**src/sv/ldrlux_pkg.sv**
```systemverilog
// Shared constants, types and the constant resistance/lux table of the LDR linearizer.
package ldrlux_pkg;

    localparam int TAB_ENTRIES = 37;
    localparam int IDX_W       = 6;
    localparam int REF_W       = 12;
    localparam int SER_W       = 20;
    localparam int RES_W       = 24;
    localparam int TRES_W      = 17;
    localparam int LUX_W       = 14;
    localparam int RATIO_W     = 18;
    localparam int LUXM_W      = 24;
    localparam int LUX100_W    = 20;

    localparam int DIV_NUM_W   = 40;
    localparam int DIV_DEN_W   = 17;
    localparam int DIV_ITERS   = DIV_NUM_W / 2;
    localparam int DIV_CNT_W   = 5;

    localparam logic [RES_W-1:0]     RES_MAX     = 24'hFFFFFF;
    localparam logic [DIV_NUM_W-1:0] QUOT_LIMIT  = 40'd163840;
    localparam logic [RATIO_W-1:0]   RATIO_MIN   = 18'h20000;
    localparam logic [REF_W-1:0]     REF_RESET   = 12'd3300;
    localparam logic [SER_W-1:0]     SER_RESET   = 20'd10000;

    // Register indexes, decoded from address bit 2.
    localparam logic REG_REFERENCE = 1'b0;
    localparam logic REG_SERIES    = 1'b1;

    typedef struct packed {
        logic busy;
        logic done;
    } div_stat_t;

    function automatic logic [TRES_W-1:0] tab_res_f(input logic [IDX_W-1:0] idx);
        logic [TRES_W-1:0] res;
        case (idx)
            6'd0:  res = 17'd100000;
            6'd1:  res = 17'd70000;
            6'd2:  res = 17'd50000;
            6'd3:  res = 17'd38000;
            6'd4:  res = 17'd35000;
            6'd5:  res = 17'd33000;
            6'd6:  res = 17'd31000;
            6'd7:  res = 17'd30000;
            6'd8:  res = 17'd29000;
            6'd9:  res = 17'd27000;
            6'd10: res = 17'd19000;
            6'd11: res = 17'd15000;
            6'd12: res = 17'd13000;
            6'd13: res = 17'd11000;
            6'd14: res = 17'd9000;
            6'd15: res = 17'd8500;
            6'd16: res = 17'd8000;
            6'd17: res = 17'd7500;
            6'd18: res = 17'd7000;
            6'd19: res = 17'd5000;
            6'd20: res = 17'd4000;
            6'd21: res = 17'd3300;
            6'd22: res = 17'd3000;
            6'd23: res = 17'd2700;
            6'd24: res = 17'd2500;
            6'd25: res = 17'd2300;
            6'd26: res = 17'd2100;
            6'd27: res = 17'd1900;
            6'd28: res = 17'd1500;
            6'd29: res = 17'd1100;
            6'd30: res = 17'd1000;
            6'd31: res = 17'd950;
            6'd32: res = 17'd800;
            6'd33: res = 17'd700;
            6'd34: res = 17'd650;
            6'd35: res = 17'd500;
            6'd36: res = 17'd480;
            default: res = 17'd1;
        endcase
        return res;
    endfunction

    function automatic logic [LUX_W-1:0] tab_lux_f(input logic [IDX_W-1:0] idx);
        logic [LUX_W-1:0] lux;
        case (idx)
            6'd0:  lux = 14'd1;
            6'd1:  lux = 14'd2;
            6'd2:  lux = 14'd3;
            6'd3:  lux = 14'd4;
            6'd4:  lux = 14'd5;
            6'd5:  lux = 14'd6;
            6'd6:  lux = 14'd7;
            6'd7:  lux = 14'd8;
            6'd8:  lux = 14'd9;
            6'd9:  lux = 14'd10;
            6'd10: lux = 14'd20;
            6'd11: lux = 14'd30;
            6'd12: lux = 14'd40;
            6'd13: lux = 14'd50;
            6'd14: lux = 14'd60;
            6'd15: lux = 14'd70;
            6'd16: lux = 14'd80;
            6'd17: lux = 14'd90;
            6'd18: lux = 14'd100;
            6'd19: lux = 14'd200;
            6'd20: lux = 14'd300;
            6'd21: lux = 14'd400;
            6'd22: lux = 14'd500;
            6'd23: lux = 14'd600;
            6'd24: lux = 14'd700;
            6'd25: lux = 14'd800;
            6'd26: lux = 14'd900;
            6'd27: lux = 14'd1000;
            6'd28: lux = 14'd2000;
            6'd29: lux = 14'd3000;
            6'd30: lux = 14'd4000;
            6'd31: lux = 14'd5000;
            6'd32: lux = 14'd6000;
            6'd33: lux = 14'd7000;
            6'd34: lux = 14'd8000;
            6'd35: lux = 14'd9000;
            6'd36: lux = 14'd10000;
            default: lux = 14'd0;
        endcase
        return lux;
    endfunction

endpackage

```
**src/sv/ldrlux_div.sv**
```systemverilog
// Radix-4 restoring divider, two quotient bits per cycle, shared by both divisions.
module ldrlux_div (
    input  logic                                aclk,
    input  logic                                aresetn,
    input  logic                                start,
    input  logic [ldrlux_pkg::DIV_NUM_W-1:0]    dividend,
    input  logic [ldrlux_pkg::DIV_DEN_W-1:0]    divisor,
    output ldrlux_pkg::div_stat_t               stat,
    output logic [ldrlux_pkg::DIV_NUM_W-1:0]    quotient
);

    logic                                busy_reg;
    logic                                done_reg;
    logic [ldrlux_pkg::DIV_CNT_W-1:0]    cnt_reg;
    logic [ldrlux_pkg::DIV_DEN_W-1:0]    rem_reg;
    logic [ldrlux_pkg::DIV_DEN_W-1:0]    den_reg;
    logic [ldrlux_pkg::DIV_NUM_W-1:0]    quot_reg;

    logic [ldrlux_pkg::DIV_DEN_W:0]      trial1;
    logic [ldrlux_pkg::DIV_DEN_W:0]      trial2;
    logic [ldrlux_pkg::DIV_DEN_W:0]      den_ext;
    logic                                ge1;
    logic                                ge2;
    logic [ldrlux_pkg::DIV_DEN_W-1:0]    rem1;
    logic [ldrlux_pkg::DIV_DEN_W-1:0]    rem_next;
    logic [ldrlux_pkg::DIV_NUM_W-1:0]    quot1;
    logic [ldrlux_pkg::DIV_NUM_W-1:0]    quot_next;
    logic [ldrlux_pkg::DIV_DEN_W:0]      diff1;
    logic [ldrlux_pkg::DIV_DEN_W:0]      diff2;

    always_comb begin
        den_ext  = {1'b0, den_reg};
        trial1   = {rem_reg, quot_reg[ldrlux_pkg::DIV_NUM_W-1]};
        ge1      = trial1 >= den_ext;
        diff1    = trial1 - den_ext;
        rem1     = ge1 ? diff1[ldrlux_pkg::DIV_DEN_W-1:0]
                       : trial1[ldrlux_pkg::DIV_DEN_W-1:0];
        quot1    = {quot_reg[ldrlux_pkg::DIV_NUM_W-2:0], ge1};
        trial2   = {rem1, quot1[ldrlux_pkg::DIV_NUM_W-1]};
        ge2      = trial2 >= den_ext;
        diff2    = trial2 - den_ext;
        rem_next = ge2 ? diff2[ldrlux_pkg::DIV_DEN_W-1:0]
                       : trial2[ldrlux_pkg::DIV_DEN_W-1:0];
        quot_next = {quot1[ldrlux_pkg::DIV_NUM_W-2:0], ge2};
    end

    always_ff @(posedge aclk) begin
        if (!aresetn) begin
            busy_reg <= 1'b0;
            done_reg <= 1'b0;
            cnt_reg  <= '0;
        end else begin
            done_reg <= 1'b0;
            if (start) begin
                busy_reg <= 1'b1;
                cnt_reg  <= '0;
            end else if (busy_reg) begin
                cnt_reg <= cnt_reg + 1'b1;
                if (cnt_reg == ldrlux_pkg::DIV_CNT_W'(ldrlux_pkg::DIV_ITERS - 1)) begin
                    busy_reg <= 1'b0;
                    done_reg <= 1'b1;
                end
            end
        end
    end

    always_ff @(posedge aclk) begin
        if (start) begin
            rem_reg  <= '0;
            den_reg  <= divisor;
            quot_reg <= dividend;
        end else if (busy_reg) begin
            rem_reg  <= rem_next;
            quot_reg <= quot_next;
        end
    end

    assign stat.busy = busy_reg;
    assign stat.done = done_reg;
    assign quotient  = quot_reg;

endmodule

```
**src/sv/ldr_lux_table_linearizer_core.sv**
```systemverilog
// Top level of the LDR linearizer: control sequencer, table ROM, ratio and lux arithmetic.
//
// A voltage sample (s_sample_mv) is taken on the s_ valid/ready channel while the
// block is idle. Below the reference, the sensor resistance is found with a shared
// radix-4 divider; at or above it, the resistance saturates to the maximum. The
// table ROM is then read one entry per cycle, after two start-up reads, until the
// nearest entry is found. The divider then runs a second time, after a load step,
// for the ratio r / table resistance; a multiply step forms the lux value and the
// output register is then loaded. One item is worked on at a time.
// The result sits in an output register on the m_ channel; while the receiver
// stalls, the next sample is still accepted and processed, and the block then
// waits with its finished result until the output register is free.
// Both registers are written over the APB port (reference at 0x0, series
// resistor at 0x4) and should only be changed while no request is in flight.
// Synchronous reset returns the block to idle, drops any pending result and
// restores the reference to 3300 mV and the series resistor to 10000 ohms.
module ldr_lux_table_linearizer_core (
    input  logic                                   aclk,
    input  logic                                   aresetn,

    input  logic                                   psel,
    input  logic                                   penable,
    input  logic                                   pwrite,
    input  logic [2:0]                             paddr,
    input  logic [31:0]                            pwdata,
    output logic [31:0]                            prdata,
    output logic                                   pready,

    input  logic                                   s_valid,
    output logic                                   s_ready,
    input  logic [ldrlux_pkg::REF_W-1:0]           s_sample_mv,

    output logic                                   m_valid,
    input  logic                                   m_ready,
    output logic [ldrlux_pkg::RES_W-1:0]           m_resistance_ohms,
    output logic [ldrlux_pkg::IDX_W-1:0]           m_entry_index,
    output logic [ldrlux_pkg::LUX_W-1:0]           m_table_lux_deci,
    output logic signed [ldrlux_pkg::RATIO_W-1:0]  m_ratio_q14,
    output logic signed [ldrlux_pkg::LUXM_W-1:0]   m_lux_milli,
    output logic                                   m_saturated
);

    localparam logic [3:0] S_IDLE   = 4'd0;
    localparam logic [3:0] S_DIV1   = 4'd1;
    localparam logic [3:0] S_ROM0   = 4'd2;
    localparam logic [3:0] S_ROM1   = 4'd3;
    localparam logic [3:0] S_SCAN   = 4'd4;
    localparam logic [3:0] S_START2 = 4'd5;
    localparam logic [3:0] S_DIV2   = 4'd6;
    localparam logic [3:0] S_MUL    = 4'd7;
    localparam logic [3:0] S_OUT    = 4'd8;

    localparam logic [ldrlux_pkg::IDX_W-1:0] LAST_IDX =
        ldrlux_pkg::IDX_W'(ldrlux_pkg::TAB_ENTRIES - 1);
    localparam logic [ldrlux_pkg::IDX_W-1:0] LAST_CMP_IDX =
        ldrlux_pkg::IDX_W'(ldrlux_pkg::TAB_ENTRIES - 2);

    logic [3:0]                              state_reg;
    logic [3:0]                              state_next;
    logic [ldrlux_pkg::REF_W-1:0]            ref_reg;
    logic [ldrlux_pkg::SER_W-1:0]            ser_reg;
    logic [ldrlux_pkg::IDX_W-1:0]            addr_reg;
    logic                                    m_valid_reg;

    logic [ldrlux_pkg::TRES_W-1:0]           rom_res_reg;
    logic [ldrlux_pkg::LUX_W-1:0]            rom_lux_reg;
    logic [ldrlux_pkg::TRES_W-1:0]           prev_res_reg;
    logic [ldrlux_pkg::LUX_W-1:0]            prev_lux_reg;
    logic [ldrlux_pkg::IDX_W-1:0]            prev_idx_reg;
    logic [ldrlux_pkg::TRES_W-1:0]           sel_res_reg;
    logic [ldrlux_pkg::LUX_W-1:0]            sel_lux_reg;
    logic [ldrlux_pkg::IDX_W-1:0]            sel_idx_reg;
    logic [ldrlux_pkg::RES_W-1:0]            r_reg;
    logic                                    sat_reg;
    logic [ldrlux_pkg::RATIO_W-1:0]          ratio_reg;
    logic [ldrlux_pkg::LUX100_W-1:0]         lux100_reg;
    logic signed [38:0]                      prod_reg;

    logic [ldrlux_pkg::RES_W-1:0]            m_res_reg;
    logic [ldrlux_pkg::IDX_W-1:0]            m_idx_reg;
    logic [ldrlux_pkg::LUX_W-1:0]            m_lux_reg;
    logic [ldrlux_pkg::RATIO_W-1:0]          m_ratio_reg;
    logic [ldrlux_pkg::LUXM_W-1:0]           m_luxm_reg;
    logic                                    m_sat_reg;

    logic                                    cfg_wr;
    logic                                    accept;
    logic                                    sample_ge;
    logic [ldrlux_pkg::REF_W-1:0]            ref_diff;
    logic [31:0]                             volt_prod;
    logic                                    div_start;
    logic [ldrlux_pkg::DIV_NUM_W-1:0]        div_num;
    logic [ldrlux_pkg::DIV_DEN_W-1:0]        div_den;
    ldrlux_pkg::div_stat_t                   div_stat;
    logic [ldrlux_pkg::DIV_NUM_W-1:0]        div_quot;
    logic                                    res_big;
    logic                                    ratio_big;
    logic [ldrlux_pkg::RATIO_W:0]            ratio_wide;
    logic [ldrlux_pkg::RES_W-1:0]            dist_prev;
    logic [ldrlux_pkg::RES_W-1:0]            dist_cur;
    logic                                    take_prev;
    logic                                    last_cmp;
    logic                                    out_load;
    logic [ldrlux_pkg::IDX_W-1:0]            addr_inc;

    function automatic logic [ldrlux_pkg::RES_W-1:0] abs_diff_f(
        input logic [ldrlux_pkg::RES_W-1:0]  a,
        input logic [ldrlux_pkg::TRES_W-1:0] b
    );
        logic [ldrlux_pkg::RES_W-1:0] b_ext;
        b_ext = {{(ldrlux_pkg::RES_W - ldrlux_pkg::TRES_W){1'b0}}, b};
        return (a >= b_ext) ? (a - b_ext) : (b_ext - a);
    endfunction

    // Configuration port
    assign pready = 1'b1;
    assign cfg_wr = psel & penable & pwrite;
    assign prdata = (paddr[2] == ldrlux_pkg::REG_SERIES) ? {12'd0, ser_reg}
                                                         : {20'd0, ref_reg};

    assign s_ready   = (state_reg == S_IDLE);
    assign accept    = s_valid & s_ready;
    assign sample_ge = (s_sample_mv >= ref_reg);
    assign ref_diff  = ref_reg - s_sample_mv;
    assign volt_prod = 32'(ser_reg) * 32'(s_sample_mv);

    // In idle the divider is loaded for the resistance when the sample is below the reference, later for the ratio.
    assign div_start = (accept & ~sample_ge) | (state_reg == S_START2);
    assign div_num   = (state_reg == S_IDLE) ? {8'd0, volt_prod} : {2'b00, r_reg, 14'd0};
    assign div_den   = (state_reg == S_IDLE) ? {5'd0, ref_diff} : sel_res_reg;

    ldrlux_div u_div (
        .aclk     (aclk),
        .aresetn  (aresetn),
        .start    (div_start),
        .dividend (div_num),
        .divisor  (div_den),
        .stat     (div_stat),
        .quotient (div_quot)
    );

    assign res_big    = (div_quot[ldrlux_pkg::DIV_NUM_W-1:ldrlux_pkg::RES_W] != '0);
    assign ratio_big  = (div_quot > ldrlux_pkg::QUOT_LIMIT);
    assign ratio_wide = 19'd32768 - div_quot[ldrlux_pkg::RATIO_W:0];

    assign dist_prev = abs_diff_f(r_reg, prev_res_reg);
    assign dist_cur  = abs_diff_f(r_reg, rom_res_reg);
    assign take_prev = (dist_prev <= dist_cur);
    assign last_cmp  = (prev_idx_reg == LAST_CMP_IDX);
    assign addr_inc  = (addr_reg == LAST_IDX) ? addr_reg : addr_reg + 1'b1;
    assign out_load  = (state_reg == S_OUT) & (~m_valid_reg | m_ready);

    always_comb begin
        state_next = state_reg;
        case (state_reg)
            S_IDLE: begin
                if (accept) begin
                    state_next = sample_ge ? S_ROM0 : S_DIV1;
                end
            end
            S_DIV1: begin
                if (div_stat.done) begin
                    state_next = S_ROM0;
                end
            end
            S_ROM0:   state_next = S_ROM1;
            S_ROM1:   state_next = S_SCAN;
            S_SCAN: begin
                if (take_prev || last_cmp) begin
                    state_next = S_START2;
                end
            end
            S_START2: state_next = S_DIV2;
            S_DIV2: begin
                if (div_stat.done) begin
                    state_next = S_MUL;
                end
            end
            S_MUL:    state_next = S_OUT;
            S_OUT: begin
                if (out_load) begin
                    state_next = S_IDLE;
                end
            end
            default:  state_next = S_IDLE;
        endcase
    end

    always_ff @(posedge aclk) begin
        if (!aresetn) begin
            state_reg   <= S_IDLE;
            ref_reg     <= ldrlux_pkg::REF_RESET;
            ser_reg     <= ldrlux_pkg::SER_RESET;
            addr_reg    <= '0;
            m_valid_reg <= 1'b0;
        end else begin
            state_reg <= state_next;
            if (cfg_wr) begin
                if (paddr[2] == ldrlux_pkg::REG_SERIES) begin
                    ser_reg <= pwdata[ldrlux_pkg::SER_W-1:0];
                end else begin
                    ref_reg <= pwdata[ldrlux_pkg::REF_W-1:0];
                end
            end
            case (state_reg)
                S_ROM0, S_ROM1, S_SCAN: addr_reg <= addr_inc;
                default:                addr_reg <= '0;
            endcase
            if (out_load) begin
                m_valid_reg <= 1'b1;
            end else if (m_ready) begin
                m_valid_reg <= 1'b0;
            end
        end
    end

    // Table ROM with registered read data.
    always_ff @(posedge aclk) begin
        rom_res_reg <= ldrlux_pkg::tab_res_f(addr_reg);
        rom_lux_reg <= ldrlux_pkg::tab_lux_f(addr_reg);
    end

    always_ff @(posedge aclk) begin
        case (state_reg)
            S_IDLE: begin
                if (accept) begin
                    sat_reg <= sample_ge;
                    r_reg   <= ldrlux_pkg::RES_MAX;
                end
            end
            S_DIV1: begin
                if (div_stat.done) begin
                    sat_reg <= res_big;
                    r_reg   <= res_big ? ldrlux_pkg::RES_MAX
                                       : div_quot[ldrlux_pkg::RES_W-1:0];
                end
            end
            S_ROM1: begin
                prev_res_reg <= rom_res_reg;
                prev_lux_reg <= rom_lux_reg;
                prev_idx_reg <= '0;
            end
            S_SCAN: begin
                if (take_prev) begin
                    sel_res_reg <= prev_res_reg;
                    sel_lux_reg <= prev_lux_reg;
                    sel_idx_reg <= prev_idx_reg;
                end else if (last_cmp) begin
                    sel_res_reg <= rom_res_reg;
                    sel_lux_reg <= rom_lux_reg;
                    sel_idx_reg <= prev_idx_reg + 1'b1;
                end else begin
                    prev_res_reg <= rom_res_reg;
                    prev_lux_reg <= rom_lux_reg;
                    prev_idx_reg <= prev_idx_reg + 1'b1;
                end
            end
            S_DIV2: begin
                if (div_stat.done) begin
                    ratio_reg  <= ratio_big ? ldrlux_pkg::RATIO_MIN
                                            : ratio_wide[ldrlux_pkg::RATIO_W-1:0];
                    lux100_reg <= ldrlux_pkg::LUX100_W'(sel_lux_reg)
                                  * ldrlux_pkg::LUX100_W'(7'd100);
                    if (ratio_big) begin
                        sat_reg <= 1'b1;
                    end
                end
            end
            S_MUL: begin
                prod_reg <= 39'($signed({1'b0, lux100_reg})) * 39'($signed(ratio_reg));
            end
            default: begin
            end
        endcase
    end

    // Output register; the arithmetic shift by 14 gives the floor of the product.
    always_ff @(posedge aclk) begin
        if (out_load) begin
            m_res_reg   <= r_reg;
            m_idx_reg   <= sel_idx_reg;
            m_lux_reg   <= sel_lux_reg;
            m_ratio_reg <= ratio_reg;
            m_luxm_reg  <= prod_reg[37:14];
            m_sat_reg   <= sat_reg;
        end
    end

    assign m_valid           = m_valid_reg;
    assign m_resistance_ohms = m_res_reg;
    assign m_entry_index     = m_idx_reg;
    assign m_table_lux_deci  = m_lux_reg;
    assign m_ratio_q14       = $signed(m_ratio_reg);
    assign m_lux_milli       = $signed(m_luxm_reg);
    assign m_saturated       = m_sat_reg;

    // The ROM is never addressed beyond the last table entry during the scan.
    a_addr_in_table: assert property (@(posedge aclk) disable iff (!aresetn)
        (state_reg == S_SCAN) |-> (addr_reg <= LAST_IDX))
        else $error("table address past last entry");

    // A new request is only taken when the divider is free.
    a_div_free_idle: assert property (@(posedge aclk) disable iff (!aresetn)
        s_ready |-> !div_stat.busy)
        else $error("divider busy while idle");

    // Completion of a division is only seen in a state that waits for it.
    a_div_done_state: assert property (@(posedge aclk) disable iff (!aresetn)
        div_stat.done |-> ((state_reg == S_DIV1) || (state_reg == S_DIV2)))
        else $error("unexpected divider completion");

    // The reported lux must belong to the reported table index.
    a_index_lux_pair: assert property (@(posedge aclk) disable iff (!aresetn)
        m_valid_reg |-> ((m_idx_reg <= LAST_IDX) &&
                         (m_lux_reg == ldrlux_pkg::tab_lux_f(m_idx_reg))))
        else $error("entry index and table lux disagree");

endmodule
```
**config.mk**
```make
export PLATFORM = sky130hd
export DESIGN_NAME = ldr_lux_table_linearizer_core
export DESIGN_NICKNAME = d
export VERILOG_FILES = /design/src/sv/ldrlux_pkg.sv /design/src/sv/ldrlux_div.sv /design/src/sv/ldr_lux_table_linearizer_core.sv
export SDC_FILE = /design/constraint.sdc
export NUM_CORES = 2
export LEC_CHECK = 0
export ABC_CLOCK_PERIOD_IN_PS = 18050
export BUFFER_PORTS_ARGS = -buffer_cell sky130_fd_sc_hd__buf_4
export CORE_ASPECT_RATIO = 0.5
export CORE_UTILIZATION = 30
export CTS_CLUSTER_DIAMETER = 80
export DETAILED_ROUTE_END_ITERATION = 12
export GPL_TIMING_DRIVEN = 0
export PLACE_DENSITY = 0.47
export SETUP_SLACK_MARGIN = 0.1
export SLEW_MARGIN = 20
export SYNTH_ARGS = -nofsm -noshare
export SYNTH_HDL_FRONTEND = slang
export SYNTH_SLANG_ARGS = --single-unit
```
**constraint.sdc**
```tcl
create_clock -name aclk -period 18.05 [get_ports aclk]
set_input_delay 2.7075 -clock aclk [delete_from_list [all_inputs] [get_ports aclk]]
set_output_delay 2.7075 -clock aclk [all_outputs]
set_load 0.02 [all_outputs]
```
==> reports/qor_table.md <==
| Result | This run | Unit |
|---|---|---|
| Leak | 0.0212 | uW |
| All-Layer GR Usage | 19.1 | % |
| Global-route wire length before repair | 203000 | um |
| Clock Path Buffers | 3 | - |
| Cell area after synthesis | 41700 | um2 |
| CP Buf/Inv Count | 6 | - |
| Final #Nets | 5590 | - |
| Type of the worst setup path | input pin to register | - |
| Number of global-route vias before repair | 32700 | - |
| Vias per Instance | 4.89 | - |
| Cell area after placement | 45500 | um2 |
| Cells taking the most area after synthesis | edfxtp_1 (22%), fa_1 (22%), ha_1 (12%) | - |
| Initial standard-cell utilization of the core | 30.3 | % |
| Horiz. Die Dim | 529 | um |
| TritonCTS Sinks | 401 | - |
| Final Instance Area | 47100 | um2 |
| Number of logic stages on the critical path including buffering | 22 | - |
| Delay of the slowest critical-path stage | 670 | ps |
| Most used flip-flop cell after synthesis | edfxtp_1 | - |
| Status | finished clean | - |
| Worst hold stages | 0 | - |
| Source of the worst register-to-register timing path | r_reg[0]$_SDFFCE_PP1P_ | - |
| Share of synthesized area occupied by flip-flops and latches | 26.5 | % |
| Beginning of the worst hold path | prod_reg[36]$_DFFE_PP_ | - |
| Cell accounting for the most synthesized area | edfxtp_1 | - |
| I/O pin cnt | 176 | - |
| Maximum level of the CTS H-tree | 2 | - |
| Pin count of the biggest net entering global routing | 32 | - |
| Clock buffer count from CTS | 48 | - |
| Pin slew with the least headroom to its limit | 1020 | ps |
| Top delay family on crit path | adder cells | - |
| Ratio of total power to cell area | 98.0 | nW/um2 |
| Final period demand of the worst path | 8800 | ps |
| RSZ-0062 raised after global routing | no | - |
| Post-synth top area share | 21.8 | % |
| Number of search-and-repair iterations in the first detailed-routing pass | 7 | - |
| Period utilisation layout | 48.8 | % |
| Clock root buffer master | clkbuf_16 | - |
| Fraction of the core area covered by cells at the end of the flow | 34.2 | % |
| Initial antenna violation count | 6 | - |
| Final Hold Fails | 0 | - |
| Vertical die dimension | 266 | um |
| Count of cells along the worst register-to-register path | 26 | - |
| Final max-slew violation count | 0 | - |
| Clk slew on worst S/H paths | 70 | ps |
| Crit path max fanout | 10 | - |
| Area growth from synthesis to final layout | 12.8 | % |
| Cells traversed along the worst timing path | buf_4 > clkbuf_1 > nand2_1 > fa_1 > inv_1 > fa_1 > fa_1 > fa_1 > inv_1 > fa_1 > inv_1 > ha_1 > clkbuf_1 > a211oi_1 > o211ai_1 > a41o_1 > a31oi_1 > o311a_1 > nor3_1 > o21ai_0 > mux2i_1 > o211ai_1 | - |
| Finish-stage setup viols | 0 | - |
| Slowest CP cell | clkbuf_1 | - |
| Clock Latency Late Sink | 650 | ps |
| Fraction of layout instances using a drive strength above 1 | 7.04 | % |
| Number of max-capacitance violations reported | 0 | - |
| Capturing element type of the critical path | register | - |
| Routed wire per std cell | 20.5 | um |
| Post-synth ARST share | 0 | % |
| Die area | 141000 | um2 |
| Max FFs per register | 40 | - |
| Number of design-rule violations left by the first detailed-router iteration | 2508 | - |
| Total number of placement rows | 96 | - |
| Post-detail-place hpwl | 110000 | um |
| Gr ovfl total | 0 | - |
| Worst setup startpoint | s_sample_mv[6] | - |
| Remaining antenna violation count after routing | 0 | - |
| Count of hold-fix buffers inserted at cts | 0 | - |
| Routability Congestion | 0.898 | - |
| Max-Slew Margin vs Limit | 31.1 | % |
| Count of warnings emitted by yosys | 0 | - |
| Data arrival time of the critical path | 9160 | ps |
| Synth Area per Inst | 9.33 | um2 |
| Postcts setup bufs | 0 | - |
| Post-synth EDFFs | 303 | - |
| Fmax achieved | 0.114 | GHz |
| Synthesized flop and latch total | 401 | - |
| Post-Route Setup TNS | 0 | ps |
| Remaining design rule violation count | 0 | - |
| Port Buffers | 147 | - |
| Synthesized netlist cell count | 4473 | - |
| Core footprint | 138000 | um2 |
| Distinct cell type count of the synthesized netlist | 83 | - |
| Path type of the worst min-delay path | register to register | - |
| TritonCTS clock tree | built | - |
| Required time of the critical path | 18410 | ps |
| Clock skew | 23.0 | ps |
| Category of the worst setup path launch point | input pin | - |
| Drt total wl | 135000 | um |
| Vias after detailed routing | 32300 | - |
| Critical Path Most Common Cell | fa_1 | - |
| Peak ir drop on the vdd network | 0.0956 | mV |
| Count of cells resized by post-cts repair | 0 | - |
stage by stage:
step	total power (uW)	setup slack (ps)	hold slack [ps]	instances
final	4610	9250	418	6596
after global routing	4930	8840	423	6594
after detailed placement	3570	8580	407	6504
after global placement	3550	7210	405	6493
after CTS	4630	9260	420	6593
after floorplan	2880	10050	400	4484
routing by layer:
metal | GRT usage (%) | up-vias | routed length (um)
li1 | - | 15100 | -
met5 | 0 | - | 0
met3 | 2.79 | 178 | 7530
met1 | 26.8 | 16200 | 63000
met2 | 30.5 | 857 | 61000
met4 | 5.45 | 0 | 3780
layout make-up:
cell class                      count  area (um2)
Multi-Input combinational cell   3186       27300
Fill cell                       14200       90500
Inverter                          686        2570
Sequential cell                   401       11100
Antenna cell                        3        7.51
Timing Repair Buffer              158        1320
Tap cell                         1862        2330
Clock inverter                     31         372
Buffer                            211         877
Clock buffer                       58        1240
cell usage after synthesis, drive strengths merged, types with 41 or more instances:
library cell,count
nor2,233
nor3,56
nand3,58
ha,393
clkbuf,167
inv,686
xnor2,88
dfxtp,98
edfxtp,303
xor2,79
and2,251
a21oi,172
a21o,69
o21ai,168
nor2b,41
fa,451
buf,44
nand2,597
logic make-up (layout without fill, tap and decap cells):
kind of cell               Yosys count  after routing  share of synthesized area, %
xor gates and xnor gates           167            167                          3.51
buffers and inverters              897           1144                          8.27
adders and majority gates          844            844                          33.4
DFF                                401            401                          26.5
AOI/OAI and AO/OA                  679            679                          10.5
other                                2             16                        0.0180
muxes                               67             67                          1.70
and+or+nand+nor                   1416           1416                          16.0
cell usage in the layout (no fill, tap or decap), types with 16 or more instances in the layout:
cell         n
nor2b_1     38
o21a_1      29
mux2i_1     36
nand2_1    597
a211oi_1    31
xnor2_1     88
buf_2       16
nor2_1     232
nor3_1      56
ha_1       393
mux2_2      31
o31ai_1     18
xor2_1      79
a21o_1      69
clkbuf_1   176
or3_1       38
nand3_1     58
nand4_1     37
and2_1     247
a31oi_1     37
a21oi_1    172
fa_1       451
dfxtp_1     98
a21boi_0    27
edfxtp_1   303
inv_1      685
clkbuf_16   48
nand2b_1    36
buf_4      162
o21ai_0    166
where the power goes:
group / total (uW) / switching (uW) / internal, uW
Combinational: 2320 / 1450 / 869
Clock: 1020 / 456 / 561
Sequential: 1280 / 118 / 1160
Total: 4610 / 2030 / 2590
worst paths after layout:
check	to	slack [ps]
setup / recovery	u_div.quotient[30]$_DFFE_PP_	9250
hold / removal	m_lux_milli[22]$_DFFE_PP_	420
setup reg to reg	prev_lux_reg[8]$_DFFE_PP_	9330
hold reg to reg	m_lux_milli[22]$_DFFE_PP_	420
Note: power is estimated with default switching activity, not from simulation.
